<file path="src/apcf_pkg.sv">
// Package for the box pair collision finder: transaction structs, field widths,
// result kinds and the command and status bundles between controller and datapath.
// Depends on nothing.
`timescale 1ns / 1ps

package apcf_pkg;

    // Field widths of the input and result transactions.
    localparam int COORD_BITS  = 16;
    localparam int CENTRE_BITS = COORD_BITS + 1;
    localparam int SIZE_BITS   = 16;
    localparam int TYPE_BITS   = 8;
    localparam int SLOT_BITS   = 5;

    // Command codes carried in the command field.
    localparam logic CMD_CLEAR  = 1'b0;
    localparam logic CMD_INSERT = 1'b1;

    // One input transaction.
    typedef struct packed {
        logic                         command;
        logic signed [COORD_BITS-1:0] pos_x;
        logic signed [COORD_BITS-1:0] pos_y;
        logic signed [COORD_BITS-1:0] offset_x;
        logic signed [COORD_BITS-1:0] offset_y;
        logic [SIZE_BITS-1:0]         size_x;
        logic [SIZE_BITS-1:0]         size_y;
        logic [TYPE_BITS-1:0]         obj_type;
    } box_t;

    // One result transaction.
    typedef struct packed {
        logic [SLOT_BITS-1:0] earlier_slot;
        logic [SLOT_BITS-1:0] new_slot;
        logic                 hit;
        logic                 last;
        logic                 full_res;
    } pair_t;

    // One stored collider: centre and extent of a box.
    typedef struct packed {
        logic signed [CENTRE_BITS-1:0] centre_x;
        logic signed [CENTRE_BITS-1:0] centre_y;
        logic [SIZE_BITS-1:0]          size_x;
        logic [SIZE_BITS-1:0]          size_y;
        logic [TYPE_BITS-1:0]          obj_type;
    } entry_t;

    // Kind of result loaded into the output register.
    typedef enum logic [1:0] {
        RES_HIT,
        RES_FINAL,
        RES_CLEAR,
        RES_FULL
    } res_kind_t;

    // Commands from the controller to the datapath.
    typedef struct packed {
        logic      clear;
        logic      insert;
        logic      rd_first;
        logic      rd_next;
        logic      load;
        res_kind_t kind;
    } ctl_cmd_t;

    // Status from the datapath to the controller.
    typedef struct packed {
        logic out_free;
        logic store_full;
        logic store_empty;
        logic last_entry;
        logic match;
    } dp_status_t;

endpackage

</file>
<file path="src/aabb_pair_collision_finder_unit.sv">
// Top level of the box pair collision finder: joins controller and datapath.
// Depends on apcf_pkg, apcf_ctrl and apcf_datapath.
//
//  channel | direction | signals                          | payload
//  box     | in        | box_valid, box_stall, box_data   | apcf_pkg::box_t
//  pair    | out       | pair_valid, pair_stall, pair_data | apcf_pkg::pair_t
//
// A clear or a refused insert gives one result.
// An insert reads each stored box in turn from the collider memory through its single
// registered port, and gives one result per hit and then a final result.
// Reset empties the store at once; stored entries need no clearing.
// A stalled result holds the scan at the next hit; one transaction is worked on at a time.
`timescale 1ns / 1ps

module aabb_pair_collision_finder_unit #(
    parameter int MAX_BOXES = 32
) (
    input  logic             clk,
    input  logic             rst_n,
    input  logic             box_valid,
    output logic             box_stall,
    input  apcf_pkg::box_t   box_data,
    output logic             pair_valid,
    input  logic             pair_stall,
    output apcf_pkg::pair_t  pair_data
);

    apcf_pkg::ctl_cmd_t   cmd;
    apcf_pkg::dp_status_t status;

    apcf_ctrl u_ctrl (
        .clk         (clk),
        .rst_n       (rst_n),
        .box_valid   (box_valid),
        .box_command (box_data.command),
        .box_stall   (box_stall),
        .status      (status),
        .cmd         (cmd)
    );

    apcf_datapath #(
        .MAX_BOXES (MAX_BOXES)
    ) u_datapath (
        .clk        (clk),
        .rst_n      (rst_n),
        .box_data   (box_data),
        .cmd        (cmd),
        .status     (status),
        .pair_valid (pair_valid),
        .pair_stall (pair_stall),
        .pair_data  (pair_data)
    );

    // An input transaction is only taken when the result register can take its result.
    assert property (@(posedge clk) disable iff (!rst_n)
        (box_valid && !box_stall) |-> (!pair_valid || !pair_stall))
        else $error("input accepted while the result register is blocked");

    // A clear gives its closing result in the very next cycle.
    assert property (@(posedge clk) disable iff (!rst_n)
        (box_valid && !box_stall && box_data.command == apcf_pkg::CMD_CLEAR)
        |=> (pair_valid && pair_data.last && !pair_data.hit && !pair_data.full_res))
        else $error("clear did not give a closing result");

    // A hit result never closes a transaction and never reports a full store.
    assert property (@(posedge clk) disable iff (!rst_n)
        (pair_valid && pair_data.hit) |-> (!pair_data.last && !pair_data.full_res))
        else $error("hit result carries end or full flag");

    // A refused insert carries no slots.
    assert property (@(posedge clk) disable iff (!rst_n)
        (pair_valid && pair_data.full_res)
        |-> (pair_data.last && pair_data.new_slot == '0 && pair_data.earlier_slot == '0))
        else $error("full result carries slot numbers");

endmodule

</file>
<file path="src/apcf_datapath.sv">
// Datapath of the box pair collision finder: collider memory, counters, overlap
// test and the result register.
// Depends on apcf_pkg.
`timescale 1ns / 1ps

module apcf_datapath #(
    parameter int MAX_BOXES = 32
) (
    input  logic                clk,
    input  logic                rst_n,
    input  apcf_pkg::box_t      box_data,
    input  apcf_pkg::ctl_cmd_t  cmd,
    output apcf_pkg::dp_status_t status,
    output logic                pair_valid,
    input  logic                pair_stall,
    output apcf_pkg::pair_t     pair_data
);

    localparam int IDX_W = $clog2(MAX_BOXES);
    localparam int CNT_W = $clog2(MAX_BOXES + 1);
    localparam int CB    = apcf_pkg::CENTRE_BITS;
    localparam int CW    = apcf_pkg::COORD_BITS;
    localparam int SB    = apcf_pkg::SIZE_BITS;

    apcf_pkg::entry_t mem [MAX_BOXES];

    logic [CNT_W-1:0] count_reg,    count_next;
    logic [IDX_W-1:0] slot_reg;
    logic [IDX_W-1:0] scan_idx_reg;
    logic [IDX_W-1:0] rd_addr;
    logic             rd_en;
    apcf_pkg::entry_t new_reg;
    apcf_pkg::entry_t rd_data_reg;
    apcf_pkg::entry_t new_entry;
    logic             pair_valid_reg, pair_valid_next;
    apcf_pkg::pair_t  pair_reg,       pair_next;

    logic signed [CB:0]   diff_x, diff_y;
    logic [CB:0]          abs_x, abs_y;
    logic [CB+1:0]        dbl_x, dbl_y;
    logic [SB:0]          sum_x, sum_y;
    logic                 overlap_x, overlap_y;

    // The centre is position plus offset, one bit wider so that it never wraps.
    always_comb
    begin
        new_entry.centre_x = {box_data.pos_x[CW-1], box_data.pos_x}
                           + {box_data.offset_x[CW-1], box_data.offset_x};
        new_entry.centre_y = {box_data.pos_y[CW-1], box_data.pos_y}
                           + {box_data.offset_y[CW-1], box_data.offset_y};
        new_entry.size_x   = box_data.size_x;
        new_entry.size_y   = box_data.size_y;
        new_entry.obj_type = box_data.obj_type;
    end

    // Fill count of the store.
    always_comb
    begin
        count_next = count_reg;
        if (cmd.clear)
        begin
            count_next = '0;
        end
        else if (cmd.insert)
        begin
            count_next = count_reg + CNT_W'(1);
        end
    end

    // Read address for the scan: slot zero first, then one slot per step.
    assign rd_en   = cmd.rd_first || cmd.rd_next;
    assign rd_addr = cmd.rd_first ? '0 : scan_idx_reg + IDX_W'(1);

    // Collider memory with a registered read port.
    always_ff @(posedge clk)
    begin
        if (cmd.insert)
        begin
            mem[count_reg[IDX_W-1:0]] <= new_entry;
        end
        if (rd_en)
        begin
            rd_data_reg <= mem[rd_addr];
        end
    end

    // Registers of the box under test and the scan position.
    always_ff @(posedge clk)
    begin
        if (cmd.insert)
        begin
            new_reg  <= new_entry;
            slot_reg <= count_reg[IDX_W-1:0];
        end
        if (rd_en)
        begin
            scan_idx_reg <= rd_addr;
        end
    end

    // Overlap test: doubled centre distance against the summed full sizes.
    always_comb
    begin
        diff_x = {rd_data_reg.centre_x[CB-1], rd_data_reg.centre_x}
               - {new_reg.centre_x[CB-1], new_reg.centre_x};
        diff_y = {rd_data_reg.centre_y[CB-1], rd_data_reg.centre_y}
               - {new_reg.centre_y[CB-1], new_reg.centre_y};
        abs_x  = diff_x[CB] ? (CB+1)'(-diff_x) : diff_x;
        abs_y  = diff_y[CB] ? (CB+1)'(-diff_y) : diff_y;
        dbl_x  = {abs_x, 1'b0};
        dbl_y  = {abs_y, 1'b0};
        sum_x  = {1'b0, rd_data_reg.size_x} + {1'b0, new_reg.size_x};
        sum_y  = {1'b0, rd_data_reg.size_y} + {1'b0, new_reg.size_y};
        overlap_x = dbl_x < (CB+2)'(sum_x);
        overlap_y = dbl_y < (CB+2)'(sum_y);
    end

    // Status towards the controller.
    always_comb
    begin
        status.out_free    = !pair_valid_reg || !pair_stall;
        status.store_full  = count_reg == CNT_W'(MAX_BOXES);
        status.store_empty = count_reg == '0;
        status.last_entry  = scan_idx_reg == slot_reg - IDX_W'(1);
        status.match       = (rd_data_reg.obj_type != new_reg.obj_type)
                           && overlap_x && overlap_y;
    end

    // Result register contents for each kind of result.
    always_comb
    begin
        pair_next       = pair_reg;
        pair_valid_next = pair_valid_reg && pair_stall;
        if (cmd.load)
        begin
            pair_valid_next = 1'b1;
            pair_next       = '0;
            case (cmd.kind)
                apcf_pkg::RES_HIT:
                begin
                    pair_next.earlier_slot = apcf_pkg::SLOT_BITS'(scan_idx_reg);
                    pair_next.new_slot     = apcf_pkg::SLOT_BITS'(slot_reg);
                    pair_next.hit          = 1'b1;
                end
                apcf_pkg::RES_FINAL:
                begin
                    pair_next.new_slot = apcf_pkg::SLOT_BITS'(slot_reg);
                    pair_next.last     = 1'b1;
                end
                apcf_pkg::RES_CLEAR:
                begin
                    pair_next.last = 1'b1;
                end
                default:
                begin
                    pair_next.last     = 1'b1;
                    pair_next.full_res = 1'b1;
                end
            endcase
        end
    end

    always_ff @(posedge clk or negedge rst_n)
    begin
        if (!rst_n)
        begin
            count_reg      <= '0;
            pair_valid_reg <= 1'b0;
        end
        else
        begin
            count_reg      <= count_next;
            pair_valid_reg <= pair_valid_next;
        end
    end

    always_ff @(posedge clk)
    begin
        pair_reg <= pair_next;
    end

    assign pair_valid = pair_valid_reg;
    assign pair_data  = pair_reg;

endmodule

</file>
<file path="src/apcf_ctrl.sv">
// Controller of the box pair collision finder: sequences clear, insert, the
// scan of the stored colliders and the issue of results.
// Depends on apcf_pkg.
`timescale 1ns / 1ps

module apcf_ctrl (
    input  logic                 clk,
    input  logic                 rst_n,
    input  logic                 box_valid,
    input  logic                 box_command,
    output logic                 box_stall,
    input  apcf_pkg::dp_status_t status,
    output apcf_pkg::ctl_cmd_t   cmd
);

    typedef enum logic [1:0] {
        ST_IDLE,
        ST_COMPARE,
        ST_FINAL
    } state_t;

    state_t state_reg, state_next;

    // Next state and commands.
    always_comb
    begin
        state_next = state_reg;
        cmd        = '0;
        cmd.kind   = apcf_pkg::RES_HIT;
        box_stall  = 1'b1;
        unique case (state_reg)
            ST_IDLE:
            begin
                box_stall = !status.out_free;
                if (box_valid && status.out_free)
                begin
                    if (box_command == apcf_pkg::CMD_CLEAR)
                    begin
                        cmd.clear = 1'b1;
                        cmd.load  = 1'b1;
                        cmd.kind  = apcf_pkg::RES_CLEAR;
                    end
                    else if (status.store_full)
                    begin
                        cmd.load = 1'b1;
                        cmd.kind = apcf_pkg::RES_FULL;
                    end
                    else
                    begin
                        cmd.insert = 1'b1;
                        if (status.store_empty)
                        begin
                            state_next = ST_FINAL;
                        end
                        else
                        begin
                            cmd.rd_first = 1'b1;
                            state_next   = ST_COMPARE;
                        end
                    end
                end
            end
            ST_COMPARE:
            begin
                // A hit holds the scan until the result register is free.
                if (!status.match || status.out_free)
                begin
                    if (status.match)
                    begin
                        cmd.load = 1'b1;
                        cmd.kind = apcf_pkg::RES_HIT;
                    end
                    if (status.last_entry)
                    begin
                        state_next = ST_FINAL;
                    end
                    else
                    begin
                        cmd.rd_next = 1'b1;
                    end
                end
            end
            ST_FINAL:
            begin
                if (status.out_free)
                begin
                    cmd.load   = 1'b1;
                    cmd.kind   = apcf_pkg::RES_FINAL;
                    state_next = ST_IDLE;
                end
            end
            default:
            begin
                state_next = ST_IDLE;
            end
        endcase
    end

    always_ff @(posedge clk or negedge rst_n)
    begin
        if (!rst_n)
        begin
            state_reg <= ST_IDLE;
        end
        else
        begin
            state_reg <= state_next;
        end
    end

endmodule

</file>
<file path="config.mk">
export PLATFORM = sky130hd
export DESIGN_NAME = aabb_pair_collision_finder_unit
export DESIGN_NICKNAME = d
export VERILOG_FILES = /design/src/apcf_pkg.sv /design/src/aabb_pair_collision_finder_unit.sv /design/src/apcf_datapath.sv /design/src/apcf_ctrl.sv
export SDC_FILE = /design/constraint.sdc
export NUM_CORES = 2
export LEC_CHECK = 0
export ABC_AREA = 1
export CAP_MARGIN = 10
export CORE_MARGIN = 1.5
export CORE_UTILIZATION = 55
export CTS_CLUSTER_DIAMETER = 200
export DETAILED_ROUTE_END_ITERATION = 12
export DONT_BUFFER_PORTS = 1
export PLACE_DENSITY_LB_ADDON = 0.1
export SYNTH_ARGS = -nofsm -noshare
export SYNTH_HDL_FRONTEND = slang
export SYNTH_HIERARCHICAL = 1
export SYNTH_SLANG_ARGS = --single-unit
</file>
<file path="constraint.sdc">
create_clock -name clk -period 10.65 [get_ports clk]
set_clock_uncertainty 0.15 [all_clocks]
set_input_delay 3.195 -clock clk [delete_from_list [all_inputs] [get_ports clk]]
set_output_delay 3.195 -clock clk [all_outputs]
set_load 0.03 [all_outputs]
</file>
### After elaboration in Yosys (flattened, before gate mapping)

Memory sizes are Yosys's and may differ from the RTL's. A register that Yosys moved wholly into a read port is not among the register bits.
Cells that the tools add are included.

| word-level totals | value |
|---|---|
| input port bits | 109 |
| latch bits | 0 |
| output and inout bits | 15 |
| memories | 1 |
| register bits | 106 |
| bits in read-only memories | 0 |
| memory bits (writable) | 2368 |

| operators by class | value |
|---|---|
| magnitude comparators | 2 |
| reductions and logical operators | 18 |
| mux-type cells | 35 |
| divide/modulo/power cells | 0 |
| multipliers | 0 |
| eq/ne operators | 13 |
| $add $sub $neg | 11 |
| bitwise operators | 0 |
| shifts and indexed selects | 0 |

Memories:

| name | depth | width | read ports | clocked after Yosys merged registers in | wr ports | line | RTL |
|---|---|---|---|---|---|---|---|
| u_datapath.mem | 32 | 74 | 1 | 1 | 1 | apcf_datapath.sv:25 | `apcf_pkg::entry_t mem [MAX_BOXES];` |

Operators by type and width:

| kind | number |
|---|---|
| $add A16 B16 Y17 | 4 |
| $lt A19 B17 Y1 | 2 |
| $mux W18 | 2 |
| $neg A18 Y18 | 2 |
| $sub A17 B17 Y18 | 2 |
| $mux W3 | 7 |
| $mux W2 | 9 |
| $mux W6 | 2 |
| $mux W1 | 11 |
| $pmux W3 S3 | 1 |
| $ne A8 B8 Y1 | 1 |
| $add A6 B1 Y6 const B | 1 |
| $eq A6 B6 Y1 const B | 1 |
| $logic_not A6 Y1 | 1 |
| $ne A2 B1 Y1 const B | 3 |
| $ne A2 B2 Y1 const B | 3 |
| $pmux W2 S3 | 1 |
| $reduce_and A6 Y1 | 1 |
| $add A5 B1 Y5 const B | 1 |
| $eq A5 B5 Y1 | 1 |
| $mux W5 | 1 |
| $sub A5 B1 Y5 const B | 1 |
| $eq A2 B1 Y1 const B | 2 |
| $eq A2 B2 Y1 const B | 2 |
| 8 further kinds | 17 |

### Logic depth before layout (Yosys ltp)

| logic depth | value |
|---|---|
| depth in word-level cells | 13 |
| mapped depth | 33 |

### Cells and area by module

The synthesis kept the hierarchy.

Modules (own cells, without submodules):

| module | seq. area each (um2) | times used | area each (um2) | cells each |
|---|---|---|---|---|
| apcf_datapath | 76418.3 | 1 | 104869.3 | 7880 |
| apcf_ctrl | 50.0 | 1 | 232.7 | 36 |

### Least setup slack after synthesis

OpenSTA, ideal clock, no wires.

| timing | value |
|---|---|
| kind | input port to flip-flop |
| start point | input pair_stall |
| end point | memory u_datapath/mem[15][0] in the netlist's numbering, enable pin |
| setup slack | -0.634 ns |
| path buffers | 1 |
| cell stages on the path | 8 |
| library setup time | 0.597 ns |
| arrival | 10.537 ns |
| path through | nand2_1 nand3_4 nor2_4 clkbuf_1 nand2_1 nor2_1 inv_1 nor3_1 |

RTL lines:

| item | line | RTL |
|---|---|---|
| from (decl) | aabb_pair_collision_finder_unit.sv:24 | `input logic pair_stall,` |
| to (decl) | apcf_datapath.sv:25 |  |

==> impl_summary.md <==
Global routing
The initial antenna violation count was 2. The via count of the first global-routing pass is 63906. The total routing usage reported by global routing is a little under a third. Entering global routing, the biggest net connects around 200 pins. The wire length of the first global-routing pass is 435000 um. The residual overflow from global routing is 0.

Synth
The number of enable flip-flop cells after synthesis is between 2000 and 3000. In the synthesized netlist, the number of instances is ~8000. Sorting the synthesized cells by area gives the leading types as edfxtp_1, nor2_1, o21ai_0, o221ai_1, o22ai_1. The cell with the most instances after synthesis is edfxtp_1. After Yosys synthesis, and, or, nand and nor cells account for about 8.3% of the synthesized area. Of all cell types, the one taking the most synthesized area is edfxtp_1. Summing the areas of all xor and xnor instances in the mapped netlist gives less than 1% of the synthesized area. The share of synthesized cell area in full adder, half adder and majority cells is under 10%.

For this run, asynchronously set or reset flops after synthesis account for less than 1%. The count of unique library cells instantiated by Yosys is 47. In the synthesized netlist, the cells that appear most often are edfxtp_1, nor2_1, o21ai_0. After synthesis, the mean cell area works out to around 13 um2. The total standard cell area after synthesis is between 100000 and 150000 um2. The share of synthesized area in the top cell type comes to 72.5%. For this run, the number of Yosys warnings is 6. The register area share after synthesis is 72.8%. The flop and latch count out of synthesis is about 2500. In the synthesized netlist the dominant register cell turns out to be edfxtp_1. The area fraction in compound gates after synthesis is a little over an eighth.

The net count of the mapped netlist is ~8200. After synthesis, the share of cell area in mux cells is 0%. The largest family of logic cells by synthesized area is compound AO/OA/AOI/OAI gates.

Route
The first detailed-routing pass ran for 6 iterations. The routed layout has ~68000 vias. In the routed layout, each cell is associated on average with a via count of 6.51. For this run, design rule violations remaining after detail routing come to 0.

The count of routing violations after the opening detailed-route iteration is around 8700. Once detail routing completed, the nets flagged for antenna violations numbered 0. After detailed routing, the average wire length per cell comes to 28.6 um. Wires add up to 300000 um.

Power
The internal power is around 22 mW. In this run, flip-flops and latches consume around a third of the power. The leakage power is around 38 nW.

The design draws 36.1 mW. Combinational logic is responsible for a little over two fifths of the overall power. In this run the power density over the cells is roughly 310 nW/um2. Across the VDD grid, the largest voltage drop is roughly 390 uV. The fraction of power spent switching nets is approximately two fifths. The reported net switching power is ~14 mW. The clock network accounts for between 20% and 30% of the total power.

Job
The tool flagged a number of max-cap violations equal to 0.

Cells and area
Compared with the post-synthesis result, the final layout area differs by 10.7%. Of the cells placed in the final design, the portion with a size suffix greater than 1 is 7.39%. The number of flip-flops in the largest register is about 2400. The final layout contains just over 8000 nets.

The count of inserted antenna diode cells is 0. Summing all non-filler instances in the final layout gives an area of between 100000 and 150000 um2.

Critical path
The worst-path maximum fanout is between 100 and 150. Traced cell by cell, the critical path runs through nand2_1 > nand3_4 > nor2_4 > buf_4 > nand2_2 > inv_8 > nor2_4 > inv_8 > buf_12 > nor2_1 > o32ai_1 > o211ai_1 > nand2_1 > nor2_1 > a31oi_1. Data on the critical path is required at its endpoint by between 10 and 15 ns. The count of buffering cells on the critical path with inverters included is 4. The cell type group with the largest total delay on the critical path is buffers and inverters. The kind of start point of the critical path is an input port. The critical path data arrival time is slightly below 8 ns. The setup path with the least slack is of type input port to flop. STA classifies the critical path endpoint as a flop. The slowest cell on the critical path is buf_4. In this design, the stage delay of the slowest critical-path cell is 0.74 ns.

Clock network
TritonCTS built the clock tree. The clock latency on the worst-skew pair is roughly 0.94 ns. The number of hold buffers added after cts is 0. The tree built by TritonCTS fans out to about 2500 sinks. The H-tree was split into 5 levels. The maximum clock path buffer count is 4. Gates resized during post-CTS repair numbered 0. Counting the buffers created by CTS gives approximately 280. Clock-pin slew was measured on the worst setup and hold paths at 0.06 ns.

The clock tree root buffer cell is clkbuf_16. The post-CTS setup buffer count is 0.

Place
The detailed-placement wirelength estimate is ~150000 um. The count of buffers inserted at the top-level ports is 0. The pre-CTS setup slack is around 2.5 ns. The placer congestion estimate is between 0.8 and 0.9. The cell area reported after detailed placement is approximately 110000 um2.

STA
At the pin with the least slew margin, the transition time is 1.43 ns. For the final routed database, the setup TNS stands at 0 ns. The final critical path takes up between 60% and 70% of the cycle. The final setup violation count is 0. Setup repair after global routing left no endpoint under its margin. The number of pins with negative max-slew slack in the final report came to 0. The max-slew headroom at the worst pin is under 10%.

Static timing analysis puts the maximum clock frequency at ~140 MHz. The hold violation count in the final report is 0. The worst path in the final design needs a cycle of roughly 7.3 ns, including I/O delays and setup.

The worst-case setup margin in the final layout is 3.36 ns.

Floorplanning
In this run the horizontal extent of the chip is ~440 um. The floorplan die height is approximately 440 um. The core area is 190000 um2.

The row count is 160. The area enclosed by the die boundary is 194000 um2. The effective utilization at floorplan is 55.3%. The top-level I/O count is ~120.

Worst hold path
The path class of the tightest hold or removal check is flop to flop.

Outcome
The flow ran to the end, and the final reports show no timing, DRC or antenna violations.
kinds of logic (layout without fill, tap and decap cells):
group           after synthesis  count (layout)
xor+xnor                    103             103
compound gates             2085            2085
buf+inv                     793             877
flops                      2548            2548
fa+ha+maj                   144             144
simple gates               2243            2243
final timing paths:
kind	to	slack (ns)	start	cells past startpoint
min in group asynchronous	u_datapath/count_reg[1]$_DFFE_PN0P_	1.83	rst_n	0
min reg2reg	u_datapath/slot_reg[1]$_DFFE_PP_	0.40	u_datapath/count_reg[1]$_DFFE_PN0P_	0
min	u_datapath/slot_reg[1]$_DFFE_PP_	0.40	u_datapath/count_reg[1]$_DFFE_PN0P_	0
max in group asynchronous	u_datapath/count_reg[0]$_DFFE_PN0P_	8.45	rst_n	0
max	u_datapath/rd_data_reg[69]$_DFFE_PP_	3.36	pair_stall	15
max reg2reg	u_datapath/rd_data_reg[60]$_DFFE_PP_	4.10	u_datapath/rd_data_reg[40]$_DFFE_PP_	29
worst register-to-register path, delay by kind of cell (launching register included):
family | cells | cell delay [ns]
xor+xnor | 2 | 0.64
fa+ha+maj | 3 | 0.94
buf+inv | 4 | 0.71
flops | 1 | 0.37
simple gates | 20 | 3.36
power groups by stage:
| stage | Combinational [mW] | Clock, mW | Sequential [mW] |
|---|---|---|---|
| finish | 15.0 | 8.92 | 12.1 |
| detailed placement | 14.8 | 0 | 12.3 |
| CTS | 14.8 | 9.00 | 12.1 |
| floorplan | 10.4 | 0 | 12.2 |
| global route | 16.4 | 9.40 | 12.1 |
| global placement | 14.5 | 0 | 12.3 |
per-layer routing:
layer / vias up / GRT usage (%) / wire length [um]
met2: 3522 / 47.6 / 138000
met5: - / 0 / 11
met4: 2 / 8.94 / 8430
met1: 34502 / 44.8 / 124000
met3: 477 / 5.33 / 29800
li1: 29887 / - / -
stage by stage:
| stage | std cells | util (%) | hold slack [ns] |
|---|---|---|---|
| 6_report | 10511 | 61.2 | 0.400 |
| 5_1_grt | 10511 | 61.2 | 0.401 |
| 4_1_cts | 10509 | 61.2 | 0.385 |
| 3_5_place_dp | 10044 | 56.9 | 0.370 |
| 3_3_place_gp | 10044 | 56.9 | 0.367 |
| 2_1_floorplan | 7916 | - | 0.326 |
cell usage in the layout, fill, tap and decap left out, types with 99 or more instances in the layout:
master        n
edfxtp_1   2539
nor2_1     1612
o21ai_0     622
nand2_1     431
o22ai_1     366
o221ai_1    296
clkbuf_16   283
o211ai_1    262
o32ai_1     261
inv_1       242
ha_1        138
buf_4       119
a21oi_1      99
layout make-up:
type                       count  area, um2
sequential                  2548      76500
fill                       14387      73700
multi-input combinational   4575      25800
clock buffer                 354       7350
tap                         2511       3140
timing repair buffer         161       1730
inverter                     251        982
clock inverter               111        862
No activity file was read; power rests on OpenSTA's default activity.
